### src/rtl/core/tpsd_pkg.sv
`timescale 1ns / 1ps

package tpsd_pkg;

    localparam int IDX_W      = 4;
    localparam int CNT_W      = 5;
    localparam int COORD_W    = 17;
    localparam int DELTA_W    = 18;
    localparam int SENS_W     = 16;
    localparam int SPEED_W    = 17;
    localparam int PATH_W     = 20;
    localparam int TICK_W     = 16;
    localparam int CFG_IDX_W  = 3;
    localparam int CFG_DATA_W = 20;

    // serial multiplier: 17 x 17 -> 34, one multiplier bit per cycle
    localparam int MUL_W  = 17;
    localparam int PROD_W = 2 * MUL_W;

    // serial root: 36-bit radicand, one root bit per cycle
    localparam int RAD_W  = 36;
    localparam int ROOT_W = RAD_W / 2;

    localparam logic [COORD_W-1:0] ONE_Q16 = 17'd65536;
    localparam logic [COORD_W-1:0] SD_MAX  = 17'd131071;

    localparam logic [CFG_IDX_W-1:0] CFG_ENABLE_POSITIONS = 3'd0;
    localparam logic [CFG_IDX_W-1:0] CFG_ENABLE_MOVEMENT  = 3'd1;
    localparam logic [CFG_IDX_W-1:0] CFG_SENSITIVITY      = 3'd2;
    localparam logic [CFG_IDX_W-1:0] CFG_MIN_SPEED        = 3'd3;
    localparam logic [CFG_IDX_W-1:0] CFG_MIN_SIZE         = 3'd4;
    localparam logic [CFG_IDX_W-1:0] CFG_TIMEOUT_TICKS    = 3'd5;

endpackage

### src/rtl/core/tracked_point_swipe_detector.sv
`timescale 1ns / 1ps

// Tracked-point swipe detector.
// Input channel (i_in_valid / o_in_ready): one item is either a time tick
// (i_op = 0) or one tracked point of a frame (i_op = 1), points in index order.
// Output channel (o_out_valid / i_out_ready): at most one result item per point,
// carrying the accumulated position and/or a detected swipe vector.
// Config port: i_cfg_we / i_cfg_index / i_cfg_data, write only, while idle.
// Work per item, accept to ready again: a tick or an ignored point is taken
// at once; a point without frame match goes through read, start and finish;
// a matched point adds the scaled delta and, with movement and an open gate, squares and root.
// The arithmetic runs in the bit-serial multipliers (scaled delta and the
// squares) and the serial root (18 root bits). One item is worked on at a
// time. A finished result sits in the output register; the next item is
// accepted meanwhile, and only the end of its work waits while the receiver
// stalls.
// Reset (synchronous, active low) loads the register defaults, clears the
// position accumulators (valid bits), frame state, tick count and path.
// Memories: previous and accumulated coordinates, MAX_POINTS entries each.

module tracked_point_swipe_detector #(
    parameter int MAX_POINTS = 16
) (
    input  logic                            i_clk,
    input  logic                            i_rst_n,
    input  logic                            i_in_valid,
    output logic                            o_in_ready,
    input  logic                            i_op,
    input  logic [tpsd_pkg::IDX_W-1:0]      i_point_index,
    input  logic [tpsd_pkg::CNT_W-1:0]      i_point_count,
    input  logic [tpsd_pkg::COORD_W-1:0]    i_point_x,
    input  logic [tpsd_pkg::COORD_W-1:0]    i_point_y,
    output logic                            o_out_valid,
    input  logic                            i_out_ready,
    output logic [tpsd_pkg::IDX_W-1:0]      o_out_index,
    output logic                            o_pos_valid,
    output logic [tpsd_pkg::COORD_W-1:0]    o_pos_x,
    output logic [tpsd_pkg::COORD_W-1:0]    o_pos_y,
    output logic                            o_move_valid,
    output logic signed [tpsd_pkg::DELTA_W-1:0] o_move_dx,
    output logic signed [tpsd_pkg::DELTA_W-1:0] o_move_dy,
    output logic [tpsd_pkg::PATH_W-1:0]     o_move_length,
    input  logic                            i_cfg_we,
    input  logic [tpsd_pkg::CFG_IDX_W-1:0]  i_cfg_index,
    input  logic [tpsd_pkg::CFG_DATA_W-1:0] i_cfg_data
);
    import tpsd_pkg::*;

    localparam int AW = (MAX_POINTS > 1) ? $clog2(MAX_POINTS) : 1;

    typedef enum logic [2:0] {
        S_IDLE,
        S_READ,
        S_START,
        S_SCALE,
        S_SQUARE,
        S_ROOT,
        S_FINISH
    } t_state;

    t_state r_state;

    // configuration
    logic               r_en_pos;
    logic               r_en_mov;
    logic [SENS_W-1:0]  r_sens;
    logic [SPEED_W-1:0] r_min_speed;
    logic [PATH_W-1:0]  r_min_size;
    logic [TICK_W-1:0]  r_timeout;

    // frame / movement state
    logic [CNT_W-1:0]   r_prev_count;
    logic               r_frame_match;
    logic               r_gate_open;
    logic [TICK_W-1:0]  r_elapsed;
    logic [PATH_W-1:0]  r_path;
    logic [COORD_W-1:0] r_start_x;
    logic [COORD_W-1:0] r_start_y;
    logic [MAX_POINTS-1:0] r_acc_vld;

    // current item
    logic [IDX_W-1:0]   r_idx;
    logic [COORD_W-1:0] r_x;
    logic [COORD_W-1:0] r_y;
    logic               r_dx_neg;
    logic               r_dy_neg;

    // memories and their registered read data
    logic [COORD_W-1:0] r_prev_x_mem [MAX_POINTS];
    logic [COORD_W-1:0] r_prev_y_mem [MAX_POINTS];
    logic [COORD_W-1:0] r_acc_x_mem  [MAX_POINTS];
    logic [COORD_W-1:0] r_acc_y_mem  [MAX_POINTS];
    logic [COORD_W-1:0] r_prx_q;
    logic [COORD_W-1:0] r_pry_q;
    logic [COORD_W-1:0] r_accx_q;
    logic [COORD_W-1:0] r_accy_q;

    // arithmetic unit control
    logic               r_mul_start;
    logic               r_sqrt_start;
    logic [MUL_W-1:0]   r_mul_ax;
    logic [MUL_W-1:0]   r_mul_bx;
    logic [MUL_W-1:0]   r_mul_ay;
    logic [MUL_W-1:0]   r_mul_by;

    // result being built
    logic               r_pv;
    logic [COORD_W-1:0] r_res_x;
    logic [COORD_W-1:0] r_res_y;
    logic               r_mv;
    logic [DELTA_W-1:0] r_res_dx;
    logic [DELTA_W-1:0] r_res_dy;
    logic [PATH_W-1:0]  r_res_len;

    // output register
    logic               r_out_valid;
    logic [IDX_W-1:0]   r_o_index;
    logic               r_o_pv;
    logic [COORD_W-1:0] r_o_px;
    logic [COORD_W-1:0] r_o_py;
    logic               r_o_mv;
    logic [DELTA_W-1:0] r_o_dx;
    logic [DELTA_W-1:0] r_o_dy;
    logic [PATH_W-1:0]  r_o_len;

    logic [AW-1:0]      w_slot;
    logic               w_in_range;
    logic [DELTA_W-1:0] w_dx;
    logic [DELTA_W-1:0] w_dy;
    logic [DELTA_W-1:0] w_dx_abs;
    logic [DELTA_W-1:0] w_dy_abs;
    logic               w_mulx_done;
    logic               w_muly_done;
    logic               w_mul_done;
    logic [PROD_W-1:0]  w_prodx;
    logic [PROD_W-1:0]  w_prody;
    logic [PROD_W:0]    w_rndx;
    logic [PROD_W:0]    w_rndy;
    logic [COORD_W-1:0] w_sx_mag;
    logic [COORD_W-1:0] w_sy_mag;
    logic [DELTA_W-1:0] w_sx;
    logic [DELTA_W-1:0] w_sy;
    logic [COORD_W-1:0] w_accx_old;
    logic [COORD_W-1:0] w_accy_old;
    logic [DELTA_W:0]   w_accx_sum;
    logic [DELTA_W:0]   w_accy_sum;
    logic [COORD_W-1:0] w_accx_new;
    logic [COORD_W-1:0] w_accy_new;
    logic [RAD_W-1:0]   w_radicand;
    logic               w_sqrt_done;
    logic [ROOT_W-1:0]  w_step;
    logic               w_fast;
    logic               w_path_zero;
    logic [COORD_W-1:0] w_start_x;
    logic [COORD_W-1:0] w_start_y;
    logic [PATH_W:0]    w_psum;
    logic [PATH_W-1:0]  w_psat;
    logic               w_trig;
    logic               w_has_res;
    logic               w_fin_go;
    logic               w_out_load;
    logic               w_prev_we;
    logic               w_acc_we;

    function automatic logic [COORD_W-1:0] clamp_unit(input logic [DELTA_W:0] s);
        logic [COORD_W-1:0] res;
        if (s[DELTA_W]) begin
            res = '0;
        end else if (s[DELTA_W-1:0] > {1'b0, ONE_Q16}) begin
            res = ONE_Q16;
        end else begin
            res = s[COORD_W-1:0];
        end
        return res;
    endfunction

    assign w_slot     = AW'(r_idx);
    assign w_in_range = (i_point_index < i_point_count[IDX_W:0] || i_point_count[CNT_W-1])
                        && (32'(i_point_index) < MAX_POINTS);

    // raw deltas and magnitudes
    assign w_dx     = {1'b0, r_x} - {1'b0, r_prx_q};
    assign w_dy     = {1'b0, r_y} - {1'b0, r_pry_q};
    assign w_dx_abs = w_dx[DELTA_W-1] ? (DELTA_W'(0) - w_dx) : w_dx;
    assign w_dy_abs = w_dy[DELTA_W-1] ? (DELTA_W'(0) - w_dy) : w_dy;

    tpsd_serial_mul u_mul_x (
        .i_clk   (i_clk),
        .i_rst_n (i_rst_n),
        .i_start (r_mul_start),
        .i_a     (r_mul_ax),
        .i_b     (r_mul_bx),
        .o_done  (w_mulx_done),
        .o_prod  (w_prodx)
    );

    tpsd_serial_mul u_mul_y (
        .i_clk   (i_clk),
        .i_rst_n (i_rst_n),
        .i_start (r_mul_start),
        .i_a     (r_mul_ay),
        .i_b     (r_mul_by),
        .o_done  (w_muly_done),
        .o_prod  (w_prody)
    );

    assign w_mul_done = w_mulx_done & w_muly_done;

    // scaled delta: round half away from zero, saturate magnitude
    assign w_rndx   = {1'b0, w_prodx} + (PROD_W+1)'(128);
    assign w_rndy   = {1'b0, w_prody} + (PROD_W+1)'(128);
    assign w_sx_mag = (|w_rndx[PROD_W:COORD_W+8]) ? SD_MAX : w_rndx[COORD_W+7:8];
    assign w_sy_mag = (|w_rndy[PROD_W:COORD_W+8]) ? SD_MAX : w_rndy[COORD_W+7:8];
    assign w_sx     = r_dx_neg ? (DELTA_W'(0) - {1'b0, w_sx_mag}) : {1'b0, w_sx_mag};
    assign w_sy     = r_dy_neg ? (DELTA_W'(0) - {1'b0, w_sy_mag}) : {1'b0, w_sy_mag};

    assign w_accx_old = r_acc_vld[w_slot] ? r_accx_q : '0;
    assign w_accy_old = r_acc_vld[w_slot] ? r_accy_q : '0;
    assign w_accx_sum = {2'b00, w_accx_old} + {w_sx[DELTA_W-1], w_sx};
    assign w_accy_sum = {2'b00, w_accy_old} + {w_sy[DELTA_W-1], w_sy};
    assign w_accx_new = clamp_unit(w_accx_sum);
    assign w_accy_new = clamp_unit(w_accy_sum);

    // squares are held in the multipliers while the root runs
    assign w_radicand = RAD_W'(w_prodx) + RAD_W'(w_prody);

    tpsd_serial_sqrt u_sqrt (
        .i_clk      (i_clk),
        .i_rst_n    (i_rst_n),
        .i_start    (r_sqrt_start),
        .i_radicand (w_radicand),
        .o_done     (w_sqrt_done),
        .o_root     (w_step)
    );

    assign w_fast      = (w_step > {1'b0, r_min_speed});
    assign w_path_zero = (r_path == '0);
    assign w_start_x   = w_path_zero ? r_x : r_start_x;
    assign w_start_y   = w_path_zero ? r_y : r_start_y;
    assign w_psum      = {1'b0, r_path} + (PATH_W+1)'(w_step);
    assign w_psat      = w_psum[PATH_W] ? '1 : w_psum[PATH_W-1:0];
    assign w_trig      = (w_psat >= r_min_size);

    assign w_has_res  = r_pv | r_mv;
    assign w_fin_go   = !w_has_res || !r_out_valid || i_out_ready;
    assign w_out_load = (r_state == S_FINISH) && w_fin_go && w_has_res;
    assign w_prev_we  = (r_state == S_FINISH) && w_fin_go;
    assign w_acc_we   = (r_state == S_SCALE) && w_mul_done && r_en_pos;

    always_ff @(posedge i_clk) begin
        if (w_prev_we) begin
            r_prev_x_mem[w_slot] <= r_x;
            r_prev_y_mem[w_slot] <= r_y;
        end
        if (w_acc_we) begin
            r_acc_x_mem[w_slot] <= w_accx_new;
            r_acc_y_mem[w_slot] <= w_accy_new;
        end
        r_prx_q  <= r_prev_x_mem[w_slot];
        r_pry_q  <= r_prev_y_mem[w_slot];
        r_accx_q <= r_acc_x_mem[w_slot];
        r_accy_q <= r_acc_y_mem[w_slot];
    end

    always_ff @(posedge i_clk) begin
        if (!i_rst_n) begin
            r_state       <= S_IDLE;
            r_en_pos      <= 1'b1;
            r_en_mov      <= 1'b1;
            r_sens        <= SENS_W'(256);
            r_min_speed   <= SPEED_W'(655);
            r_min_size    <= PATH_W'(6554);
            r_timeout     <= TICK_W'(500);
            r_prev_count  <= '0;
            r_frame_match <= 1'b0;
            r_gate_open   <= 1'b0;
            r_elapsed     <= '0;
            r_path        <= '0;
            r_start_x     <= '0;
            r_start_y     <= '0;
            r_acc_vld     <= '0;
            r_mul_start   <= 1'b0;
            r_sqrt_start  <= 1'b0;
            r_out_valid   <= 1'b0;
        end else begin
            r_mul_start  <= 1'b0;
            r_sqrt_start <= 1'b0;
            if (r_out_valid && i_out_ready && !w_out_load) begin
                r_out_valid <= 1'b0;
            end

            if (i_cfg_we) begin
                case (i_cfg_index)
                    CFG_ENABLE_POSITIONS: r_en_pos    <= i_cfg_data[0];
                    CFG_ENABLE_MOVEMENT:  r_en_mov    <= i_cfg_data[0];
                    CFG_SENSITIVITY:      r_sens      <= i_cfg_data[SENS_W-1:0];
                    CFG_MIN_SPEED:        r_min_speed <= i_cfg_data[SPEED_W-1:0];
                    CFG_MIN_SIZE:         r_min_size  <= i_cfg_data[PATH_W-1:0];
                    CFG_TIMEOUT_TICKS:    r_timeout   <= i_cfg_data[TICK_W-1:0];
                    default: ;
                endcase
            end

            case (r_state)
                S_IDLE: begin
                    if (i_in_valid) begin
                        r_idx <= i_point_index;
                        r_x   <= i_point_x;
                        r_y   <= i_point_y;
                        if (!i_op) begin
                            if (r_elapsed != '1) begin
                                r_elapsed <= r_elapsed + 1'b1;
                            end
                        end else begin
                            // index 0 opens a frame
                            if (i_point_index == '0) begin
                                r_frame_match <= (i_point_count == r_prev_count);
                                r_prev_count  <= i_point_count;
                                r_gate_open   <= (r_elapsed >= r_timeout);
                            end
                            if (w_in_range) begin
                                r_state <= S_READ;
                            end
                        end
                    end
                end
                S_READ: begin
                    r_state <= S_START;
                end
                S_START: begin
                    r_pv      <= 1'b0;
                    r_res_x   <= '0;
                    r_res_y   <= '0;
                    r_mv      <= 1'b0;
                    r_res_dx  <= '0;
                    r_res_dy  <= '0;
                    r_res_len <= '0;
                    r_dx_neg  <= w_dx[DELTA_W-1];
                    r_dy_neg  <= w_dy[DELTA_W-1];
                    r_mul_ax  <= w_dx_abs[MUL_W-1:0];
                    r_mul_ay  <= w_dy_abs[MUL_W-1:0];
                    r_mul_bx  <= MUL_W'(r_sens);
                    r_mul_by  <= MUL_W'(r_sens);
                    if (r_frame_match) begin
                        r_mul_start <= 1'b1;
                        r_state     <= S_SCALE;
                    end else begin
                        r_state <= S_FINISH;
                    end
                end
                S_SCALE: begin
                    if (w_mul_done) begin
                        if (r_en_pos) begin
                            r_pv              <= 1'b1;
                            r_res_x           <= w_accx_new;
                            r_res_y           <= w_accy_new;
                            r_acc_vld[w_slot] <= 1'b1;
                        end
                        if (r_en_mov && r_gate_open) begin
                            r_mul_ax    <= w_sx_mag;
                            r_mul_bx    <= w_sx_mag;
                            r_mul_ay    <= w_sy_mag;
                            r_mul_by    <= w_sy_mag;
                            r_mul_start <= 1'b1;
                            r_state     <= S_SQUARE;
                        end else begin
                            r_state <= S_FINISH;
                        end
                    end
                end
                S_SQUARE: begin
                    if (w_mul_done) begin
                        r_sqrt_start <= 1'b1;
                        r_state      <= S_ROOT;
                    end
                end
                S_ROOT: begin
                    if (w_sqrt_done) begin
                        if (w_fast) begin
                            if (w_path_zero) begin
                                r_start_x <= r_x;
                                r_start_y <= r_y;
                            end
                            if (w_trig) begin
                                r_mv      <= 1'b1;
                                r_res_dx  <= {1'b0, r_x} - {1'b0, w_start_x};
                                r_res_dy  <= {1'b0, r_y} - {1'b0, w_start_y};
                                r_res_len <= w_psat;
                                r_path    <= '0;
                                r_elapsed <= '0;
                            end else begin
                                r_path <= w_psat;
                            end
                        end else begin
                            r_path <= '0;
                        end
                        r_state <= S_FINISH;
                    end
                end
                S_FINISH: begin
                    if (w_fin_go) begin
                        if (w_has_res) begin
                            r_out_valid <= 1'b1;
                            r_o_index   <= r_idx;
                            r_o_pv      <= r_pv;
                            r_o_px      <= r_res_x;
                            r_o_py      <= r_res_y;
                            r_o_mv      <= r_mv;
                            r_o_dx      <= r_res_dx;
                            r_o_dy      <= r_res_dy;
                            r_o_len     <= r_res_len;
                        end
                        r_state <= S_IDLE;
                    end
                end
                default: begin
                    r_state <= S_IDLE;
                end
            endcase
        end
    end

    assign o_in_ready    = (r_state == S_IDLE);
    assign o_out_valid   = r_out_valid;
    assign o_out_index   = r_o_index;
    assign o_pos_valid   = r_o_pv;
    assign o_pos_x       = r_o_px;
    assign o_pos_y       = r_o_py;
    assign o_move_valid  = r_o_mv;
    assign o_move_dx     = r_o_dx;
    assign o_move_dy     = r_o_dy;
    assign o_move_length = r_o_len;

endmodule

### src/rtl/core/tpsd_serial_mul.sv
`timescale 1ns / 1ps

module tpsd_serial_mul (
    input  logic                        i_clk,
    input  logic                        i_rst_n,
    input  logic                        i_start,
    input  logic [tpsd_pkg::MUL_W-1:0]  i_a,
    input  logic [tpsd_pkg::MUL_W-1:0]  i_b,
    output logic                        o_done,
    output logic [tpsd_pkg::PROD_W-1:0] o_prod
);
    import tpsd_pkg::*;

    localparam int CW = $clog2(MUL_W);

    logic                r_busy;
    logic                r_done;
    logic [CW-1:0]       r_cnt;
    logic [MUL_W-1:0]    r_a;
    logic [MUL_W-1:0]    r_b;
    logic [PROD_W-1:0]   r_p;
    logic [MUL_W:0]      w_sum;

    // shift-add, LSB of the multiplier first; product shifts right into place
    assign w_sum = {1'b0, r_p[PROD_W-1:MUL_W]} + (r_b[0] ? {1'b0, r_a} : '0);

    always_ff @(posedge i_clk) begin
        if (!i_rst_n) begin
            r_busy <= 1'b0;
            r_done <= 1'b0;
            r_cnt  <= '0;
        end else begin
            r_done <= 1'b0;
            if (i_start) begin
                r_busy <= 1'b1;
                r_cnt  <= '0;
                r_a    <= i_a;
                r_b    <= i_b;
                r_p    <= '0;
            end else if (r_busy) begin
                r_p <= {w_sum, r_p[MUL_W-1:1]};
                r_b <= r_b >> 1;
                r_cnt <= r_cnt + 1'b1;
                if (r_cnt == CW'(MUL_W - 1)) begin
                    r_busy <= 1'b0;
                    r_done <= 1'b1;
                end
            end
        end
    end

    assign o_done = r_done;
    assign o_prod = r_p;

endmodule

### src/rtl/core/tpsd_serial_sqrt.sv
`timescale 1ns / 1ps

module tpsd_serial_sqrt (
    input  logic                        i_clk,
    input  logic                        i_rst_n,
    input  logic                        i_start,
    input  logic [tpsd_pkg::RAD_W-1:0]  i_radicand,
    output logic                        o_done,
    output logic [tpsd_pkg::ROOT_W-1:0] o_root
);
    import tpsd_pkg::*;

    localparam int CW    = $clog2(ROOT_W);
    localparam int REM_W = ROOT_W + 2;

    logic                r_busy;
    logic                r_done;
    logic [CW-1:0]       r_cnt;
    logic [RAD_W-1:0]    r_v;
    logic [REM_W-1:0]    r_rem;
    logic [ROOT_W-1:0]   r_root;
    logic [REM_W+1:0]    w_sh;
    logic [REM_W+1:0]    w_trial;
    logic                w_take;

    // restoring digit recurrence, two radicand bits per step
    assign w_sh    = {r_rem, r_v[RAD_W-1:RAD_W-2]};
    assign w_trial = {2'b00, r_root, 2'b01};
    assign w_take  = (w_sh >= w_trial);

    always_ff @(posedge i_clk) begin
        if (!i_rst_n) begin
            r_busy <= 1'b0;
            r_done <= 1'b0;
            r_cnt  <= '0;
        end else begin
            r_done <= 1'b0;
            if (i_start) begin
                r_busy <= 1'b1;
                r_cnt  <= '0;
                r_v    <= i_radicand;
                r_rem  <= '0;
                r_root <= '0;
            end else if (r_busy) begin
                r_v <= r_v << 2;
                if (w_take) begin
                    r_rem  <= REM_W'(w_sh - w_trial);
                    r_root <= {r_root[ROOT_W-2:0], 1'b1};
                end else begin
                    r_rem  <= w_sh[REM_W-1:0];
                    r_root <= {r_root[ROOT_W-2:0], 1'b0};
                end
                r_cnt <= r_cnt + 1'b1;
                if (r_cnt == CW'(ROOT_W - 1)) begin
                    r_busy <= 1'b0;
                    r_done <= 1'b1;
                end
            end
        end
    end

    assign o_done = r_done;
    assign o_root = r_root;

endmodule

### config.mk
export PLATFORM = sky130hd
export DESIGN_NAME = tracked_point_swipe_detector
export DESIGN_NICKNAME = d
export VERILOG_FILES = /design/src/rtl/core/tpsd_pkg.sv /design/src/rtl/core/tracked_point_swipe_detector.sv /design/src/rtl/core/tpsd_serial_mul.sv /design/src/rtl/core/tpsd_serial_sqrt.sv
export SDC_FILE = /design/constraint.sdc
export NUM_CORES = 2
export LEC_CHECK = 0
export ABC_AREA = 0
export BUFFER_PORTS_ARGS = -buffer_cell sky130_fd_sc_hd__buf_2
export CORE_ASPECT_RATIO = 1.75
export CORE_MARGIN = 4
export CORE_UTILIZATION = 57
export CTS_CLUSTER_SIZE = 8
export DETAILED_ROUTE_END_ITERATION = 10
export PLACE_DENSITY = 0.85
export SYNTH_ARGS = -nofsm -noshare
export SYNTH_HDL_FRONTEND = slang
export SYNTH_SLANG_ARGS = --single-unit
### constraint.sdc
create_clock -name i_clk -period 12.7 [get_ports i_clk]
set_clock_uncertainty 0.05 [all_clocks]
set_input_delay 1.27 -clock i_clk [delete_from_list [all_inputs] [get_ports i_clk]]
set_output_delay 1.27 -clock i_clk [all_outputs]
set_load 0.1 [all_outputs]
* Yosys cells after proc, flatten, opt, wreduce, memory -nomap -nowiden
Memories as Yosys holds them, arrays and structs flattened. A register that Yosys moved wholly into a read port is not among the register bits.
Cells that the tools add are included.
** Word-level totals
- Bits in registers :: 697
- Memory bits (writable) :: 1088
- Output and inout bits :: 98
- Logic and storage cells :: 294
- Memories :: 4
** Memories
- r_acc_x_mem :: depth 16, width 17, rd ports 1, clocked after Yosys merged registers in 1, wr ports 1, RTL line tracked_point_swipe_detector.sv:91 : logic [COORD_W-1:0] r_acc_x_mem [MAX_POINTS];
- r_acc_y_mem :: depth 16, width 17, rd ports 1, clocked after Yosys merged registers in 1, wr ports 1, RTL line tracked_point_swipe_detector.sv:92 : logic [COORD_W-1:0] r_acc_y_mem [MAX_POINTS];
- r_prev_x_mem :: depth 16, width 17, rd ports 1, clocked after Yosys merged registers in 1, wr ports 1, RTL line tracked_point_swipe_detector.sv:89 : logic [COORD_W-1:0] r_prev_x_mem [MAX_POINTS];
- r_prev_y_mem :: depth 16, width 17, rd ports 1, clocked after Yosys merged registers in 1, wr ports 1, RTL line tracked_point_swipe_detector.sv:90 : logic [COORD_W-1:0] r_prev_y_mem [MAX_POINTS];
** Cells by class
- $add $sub $neg :: 21
- Order comparisons :: 9
- Eq/ne operators :: 29
- Muxes and demuxes :: 110
- Bitwise operators :: 7
- Reductions and logical operators :: 54
** Operators by type and width (count)
- 2-to-1 mux 17 bit :: 26
- one-hot mux 17 bit (2 select lines) :: 6
- 2-to-1 mux 18 bit :: 9
- 2-to-1 mux 20 bit :: 8
- 2-to-1 mux 16 bit :: 6
- 2-to-1 mux 36 bit :: 2
- one-hot mux 18 bit (2 select lines) :: 2
- subtractor 17 x 17 -> 18 bit :: 4
- adder 34 x 8 -> 35 bit, second input constant :: 2
- 2-to-1 mux 34 bit :: 2
- one-hot mux 20 bit (2 select lines) :: 1
- adder 18 x 18 -> 19 bit :: 2
- adder 17 x 18 -> 18 bit :: 2
- greater-than comparator 18 x 17 -> 1 bit, second input constant :: 2
- subtractor 1 x 17 -> 18 bit, first input constant :: 2
- adder 34 x 34 -> 35 bit :: 1
- subtractor 1 x 17 -> 17 bit, first input constant :: 2
- 2-to-1 mux 1 bit :: 32
- one-hot mux 16 bit (2 select lines) :: 1
- AND reduction 2 bit :: 13
- 2-to-1 mux 3 bit :: 8
- >= comparator 22 x 20 -> 1 bit :: 1
- adder 20 x 18 -> 21 bit :: 1
- one-hot mux 3 bit (7 select lines) :: 1
- other kinds (39) :: 94

* Logic depth before layout (Yosys ltp)
- Word-level depth :: 12
- Depth in mapped cells :: 30

* Hierarchy
A second synthesis with hierarchy kept.
** Unflattened totals
- Cells, all modules :: 5638
- Area, all modules :: 82676.8 µm²
** Modules (own cells, without submodules)
- tracked_point_swipe_detector :: instances 1, cells an instance 4671, area an instance 70710.3 µm², sequential area each 46324.4 µm²
- tpsd_serial_mul :: instances 2, cells an instance 295, area an instance 3764.9 µm², sequential area each 2182.1 µm²
- tpsd_serial_sqrt :: instances 1, cells an instance 377, area an instance 4436.8 µm², sequential area each 2362.3 µm²

* Worst setup path before layout
No wires, ideal clock.
- Path kind :: input port to flip-flop
- From :: input i_rst_n
- To :: register r_o_dx[0], in the netlist o_move_dx[0], enable pin
- Library setup time :: 821 ps
- Data arrival time :: 11662 ps
- Data required time :: 11829 ps
- Setup slack :: 168 ps
- Stages on the path :: 3
- Path through :: clkbuf_1 -> clkbuf_1 -> nor4b_1
** Between the ends
- Word-level cells in the longest chain between the ends :: 1
** RTL lines
- start: declaration :: RTL line tracked_point_swipe_detector.sv:25 : input logic i_rst_n,
- AND reduction 4 bit (no line)
- end signal: assignment :: RTL line tracked_point_swipe_detector.sv:409 : r_o_dx <= r_res_dx;
- end: declaration :: RTL line tracked_point_swipe_detector.sv:122 : logic [DELTA_W-1:0] r_o_dx;
Every way passes these cells.
A chain may end at the register's enable or synchronous reset.

* Worst setup path after layout
- From :: register u_mul_y.r_p[9], in the netlist u_mul_y.o_prod[9]
- To :: memory r_acc_y_mem[3][2], data pin
** Between the ends
- Word-level cells in the longest chain between the ends :: 9
** RTL lines
- start: declaration :: RTL line tpsd_serial_mul.sv:21 : logic [PROD_W-1:0] r_p;
- start signal: assignment :: RTL line tpsd_serial_mul.sv:41 : r_p <= {w_sum, r_p[MUL_W-1:1]};
- adder 34 x 8 -> 35 bit (*) :: RTL line tracked_point_swipe_detector.sv:211 : assign w_rndy = {1'b0, w_prody} + (PROD_W+1)'(128);
- OR reduction 10 bit :: RTL line tracked_point_swipe_detector.sv:213 : assign w_sy_mag = (|w_rndy[PROD_W:COORD_W+8]) ? SD_MAX : w_rndy[COORD_W+7:8];
- 2-to-1 mux 17 bit (*) :: RTL line tracked_point_swipe_detector.sv:213
- subtractor 1 x 17 -> 18 bit :: RTL line tracked_point_swipe_detector.sv:215 : assign w_sy = r_dy_neg ? (DELTA_W'(0) - {1'b0, w_sy_mag}) : {1'b0, w_sy_mag};
- 2-to-1 mux 18 bit (*) :: RTL line tracked_point_swipe_detector.sv:215
- adder 18 x 18 -> 19 bit (*) :: RTL line tracked_point_swipe_detector.sv:220 : assign w_accy_sum = {2'b00, w_accy_old} + {w_sy[DELTA_W-1], w_sy};
- greater-than comparator 18 x 17 -> 1 bit :: RTL line tracked_point_swipe_detector.sv:169 : end else if (s[DELTA_W-1:0] > {1'b0, ONE_Q16}) begin
- 2-to-1 mux 17 bit :: RTL line tracked_point_swipe_detector.sv:169
- 2-to-1 mux 17 bit (*) :: RTL line tracked_point_swipe_detector.sv:167 : if (s[DELTA_W]) begin
- net w_accy_new[2] :: RTL line tracked_point_swipe_detector.sv:148 : logic [COORD_W-1:0] w_accy_new;
- end: declaration :: RTL line tracked_point_swipe_detector.sv:92
Mark *: on every way through the listed nets, which the timed path passes. The rest lies on a longest branch.

==> qor.yml <==
detailed_routing:
  drc: 0
  firstDrtPassIters: 8
  drtIter0Drc: 6108
  finalWirelength_um: 228000
  vias: 52100
  via_per_inst: 6.58
  drtAntennaViolNets: 0
  drt-wirelength-per-cell_um: 28.9
worst_setup_path:
  crit_type: "flip-flop to flip-flop"
  end_kind: "flip-flop"
  crit_path_max_fanout: 27
  worstPathArrival_ps: 8980
  r2r_slack_ps: 4150
  r2r_cells: 24
  critPathLaunchType: "flip-flop"
  worst_r2r_endpoint: "r_acc_y_mem[3][2]"
  r2r_start: "u_mul_y.o_prod[9]"
  critical_path.endpoint: "r_acc_y_mem[3][2]"
  critical_path.startpoint: "u_mul_y.o_prod[9]"
  crit_required_ps: 13130
timing:
  setup_viol: 0
  max_freq_mhz: 117
  fin_crit_sh_pct: 67.3
  worst_slew_pin_slew_ps: 1370
  hold_violations: 0
  finalWorstSetupSlack_ps: 4150
  slew_violations: 0
  finalSetupTns_ps: 0
  max-slew-margin-rel_pct: 8.19
  rsz0062_at_grt: "no"
  layout_min_cycle_time_ps: 8550
placement:
  port_buffers: 169
  routabilityCongestion: 0.978
  pre_cts_ws_ps: 4520
  placed_cells: 7445
  dp_hpwl_um: 135000
pwr:
  p_seq_share_pct: 46.6
  netSwitchingFraction_pct: 22.7
  p_sw_mw: 3.29
  p_int_mw: 11.2
  p_leak_nw: 33.6
  pwr-share-comb_pct: 7.0
  clkPwrFrac_pct: 46.4
  p_per_area_nw_per_um2: 155
  peakVddDrop_mv: 0.129
floorplanning:
  initial_core_util_pct: 57.3
  die-area_um2: 151000
  rows: 184
  core-area_um2: 144000
  pin_count: 170
  die_h_um: 511
  die_w_um: 295
global_route:
  grt_pass1_wl_um: 338000
  grt-busiest-layer: "met2"
  grt_usage_pct: 30.2
  use_met3_pct: 5.70
  gr-usage-met1_pct: 35.0
  grt_pass1_vias: 53600
  antenna_found_initial: 5
  use_met2_pct: 50.8
  grt_max_degree: 99
  grt-ovfl-total: 0
finish:
  final_core_util_pct: 65.2
  final_cells: 7915
  area_growth_syn_to_layout_pct: 13.7
  drive_gt1_share_pct: 17.7
  fillCellCount: 9306
  fin_nets: 6227
synth:
  synth_area_um2: 82300
  synth-main-ff-cell: "edfxtp_1"
  synth_fp_nets: 5898
  seq_area_frac_synth_pct: 64.4
  synth_edf_count: 1594
  synth.distinct_cells: 84
  synth_area_per_cell_um2: 14.9
  postSynthCellCount: 5539
  async_flop_share_pct: 0
  ys_warn_count: 0
  ys_ff_latch: 1853
clocking:
  cts_max_level: 5
  cts_buffer_depth: 4
  cts.clk_slew.worst_paths_ps: 50
  cts.sinks: 1853
  ctsHoldBuffers: 0
  cts_root_buf: "clkbuf_16"
  postCtsSetupBuffers: 0
  clock_latency_ps: 890
  cts_tree: "built"
  ctsResizeCount: 0
  cts_buffers: 281
hold_path:
  min_from: "r_res_dx[6]"
  hp-class: "flip-flop to flip-flop"
run_status:
  status: "finished clean"
job:
  drv_cap: 0
sequential cells by signal (all words and copies together) (netlist names), 18 cells and up:
signal / count
r_acc_x_mem: 272
r_acc_y_mem: 272
r_prev_x_mem: 272
r_prev_y_mem: 272
u_sqrt.r_v: 36
u_mul_x.o_prod: 34
u_mul_y.o_prod: 34
o_move_length: 20
r_min_size: 20
r_path: 20
r_res_len: 20
u_sqrt.r_rem: 20
o_move_dx: 18
o_move_dy: 18
r_res_dx: 18
r_res_dy: 18
u_sqrt.o_root: 18
layout by cell type, fill, tap and decap left out, types with 17 or more instances in the layout:
master	count
edfxtp_1	1594
nor2_1	368
mux4_2	345
nand2_1	329
clkbuf_16	286
ha_1	277
dfxtp_1	257
inv_1	223
a21oi_1	193
clkbuf_1	172
buf_2	168
xnor2_1	148
o21ai_0	136
and2_1	116
xor2_1	105
nand3_1	92
buf_4	92
nor2b_1	89
a21o_1	85
nor3_1	78
mux2_2	66
mux2i_1	65
a21boi_0	61
and3_1	51
o21a_1	51
nand4_1	44
nand2b_1	40
a31oi_1	36
o211a_1	34
nor2_4	33
o211ai_1	33
a211oi_1	30
or3_1	29
or2_2	23
a22oi_1	22
nor4_1	21
o31ai_1	17
final cells by class:
cell class	count	area, um^2	area share (%)
diodes	4	10.0	0.0107
clock buffers	459	7820	8.35
clock inverters	7	83.8	0.0896
inverters	223	837	0.894
multi-input cells	3248	27900	29.8
flip-flops and latches	1853	53100	56.7
well taps	1860	2330	2.49
repair buffers	261	1550	1.66
synth_stat cells, types with 17 or more instances:
cell | n | area (um^2)
edfxtp_1 | 1594 | 47900
nor2_1 | 402 | 1510
mux4_2 | 345 | 7770
nand2_1 | 330 | 1240
ha_1 | 277 | 3470
dfxtp_1 | 259 | 5180
inv_1 | 223 | 837
a21oi_1 | 195 | 976
clkbuf_1 | 167 | 627
xnor2_1 | 148 | 1300
o21ai_0 | 136 | 681
and2_1 | 117 | 732
xor2_1 | 105 | 920
nand3_1 | 93 | 465
nor2b_1 | 89 | 557
a21o_1 | 85 | 638
nor3_1 | 78 | 390
mux2_2 | 66 | 743
mux2i_1 | 65 | 651
a21boi_0 | 62 | 465
o21a_1 | 54 | 405
and3_1 | 52 | 325
nand4_1 | 44 | 275
nand2b_1 | 40 | 250
a31oi_1 | 38 | 238
buf_1 | 37 | 139
o211a_1 | 34 | 340
o211ai_1 | 33 | 248
a211oi_1 | 30 | 225
or3_1 | 29 | 181
or2_2 | 23 | 144
a22oi_1 | 22 | 165
nor4_1 | 22 | 138
o31ai_1 | 17 | 128
stage by stage:
| step | hold slack, ps | power, mW | area, um^2 |
|---|---|---|---|
| after floorplan | 350 | 7.54 | 82300 |
| after global placement | 351 | 7.80 | 85700 |
| after detailed placement | 355 | 7.84 | 85700 |
| after CTS | 313 | 14.5 | 93600 |
| after global routing | 331 | 14.9 | 93600 |
| final | 315 | 14.5 | 93600 |
how the worst min path moves through the flow:
stage / slack, ps / to / cells past startpoint
after global routing: 330 / o_move_dx[6] / 0
after CTS: 310 / o_move_dx[6] / 0
after global placement: 350 / o_move_dy[17] / 0
final: 310 / o_move_dx[6] / 0
after floorplan: 350 / o_move_dx[0] / 0
after detailed placement: 350 / o_move_dx[6] / 0
worst max-delay path: stages, from the launching register on:
cell and delay (ps):
edfxtp_1 550, nand4_2 270, or3_1 530, or4_1 510, a211oi_1 350, nand2_1 290
nor2_1 770, ha_1 300, and3_1 180, and3_1 210, nand4_1 170, or3_1 390
nand2_1 110, xnor2_1 80, ha_1 360, a21o_1 200, a21oi_1 320, o21bai_1 160
o21bai_1 190, xnor2_1 370, nand4_1 180, nand4b_1 210, a22o_1 300, buf_4 280
nor2_1 860
kinds of logic (layout without fill, tap and decap cells):
logic type / Yosys count / in the layout / share of synthesized area, %
flops: 1853 / 1853 / 64.4
simple gates: 1395 / 1395 / 8.35
compound gates: 837 / 837 / 6.89
mux: 476 / 476 / 11.1
buf+inv: 438 / 950 / 2.04
fa+ha+maj: 287 / 287 / 4.45
xor+xnor: 253 / 253 / 2.69
other cells: 0 / 4 / 0
power groups by stage:
stage	combinational (mW)	clock (mW)	sequential, mW
floorplan	0.688	0	6.85
global placement	0.928	0	6.88
detailed placement	0.958	0	6.88
CTS	0.988	6.79	6.77
global route	1.07	7.09	6.77
finish	1.01	6.75	6.77
routing by layer:
metal,vias to the layer above,share of wire (%)
met1,25800,33
met3,929,9.3
met4,6,8.3
met5,-,0.021
li1,21900,-
met2,3402,50
Note: power is estimated with default switching activity, not from simulation.
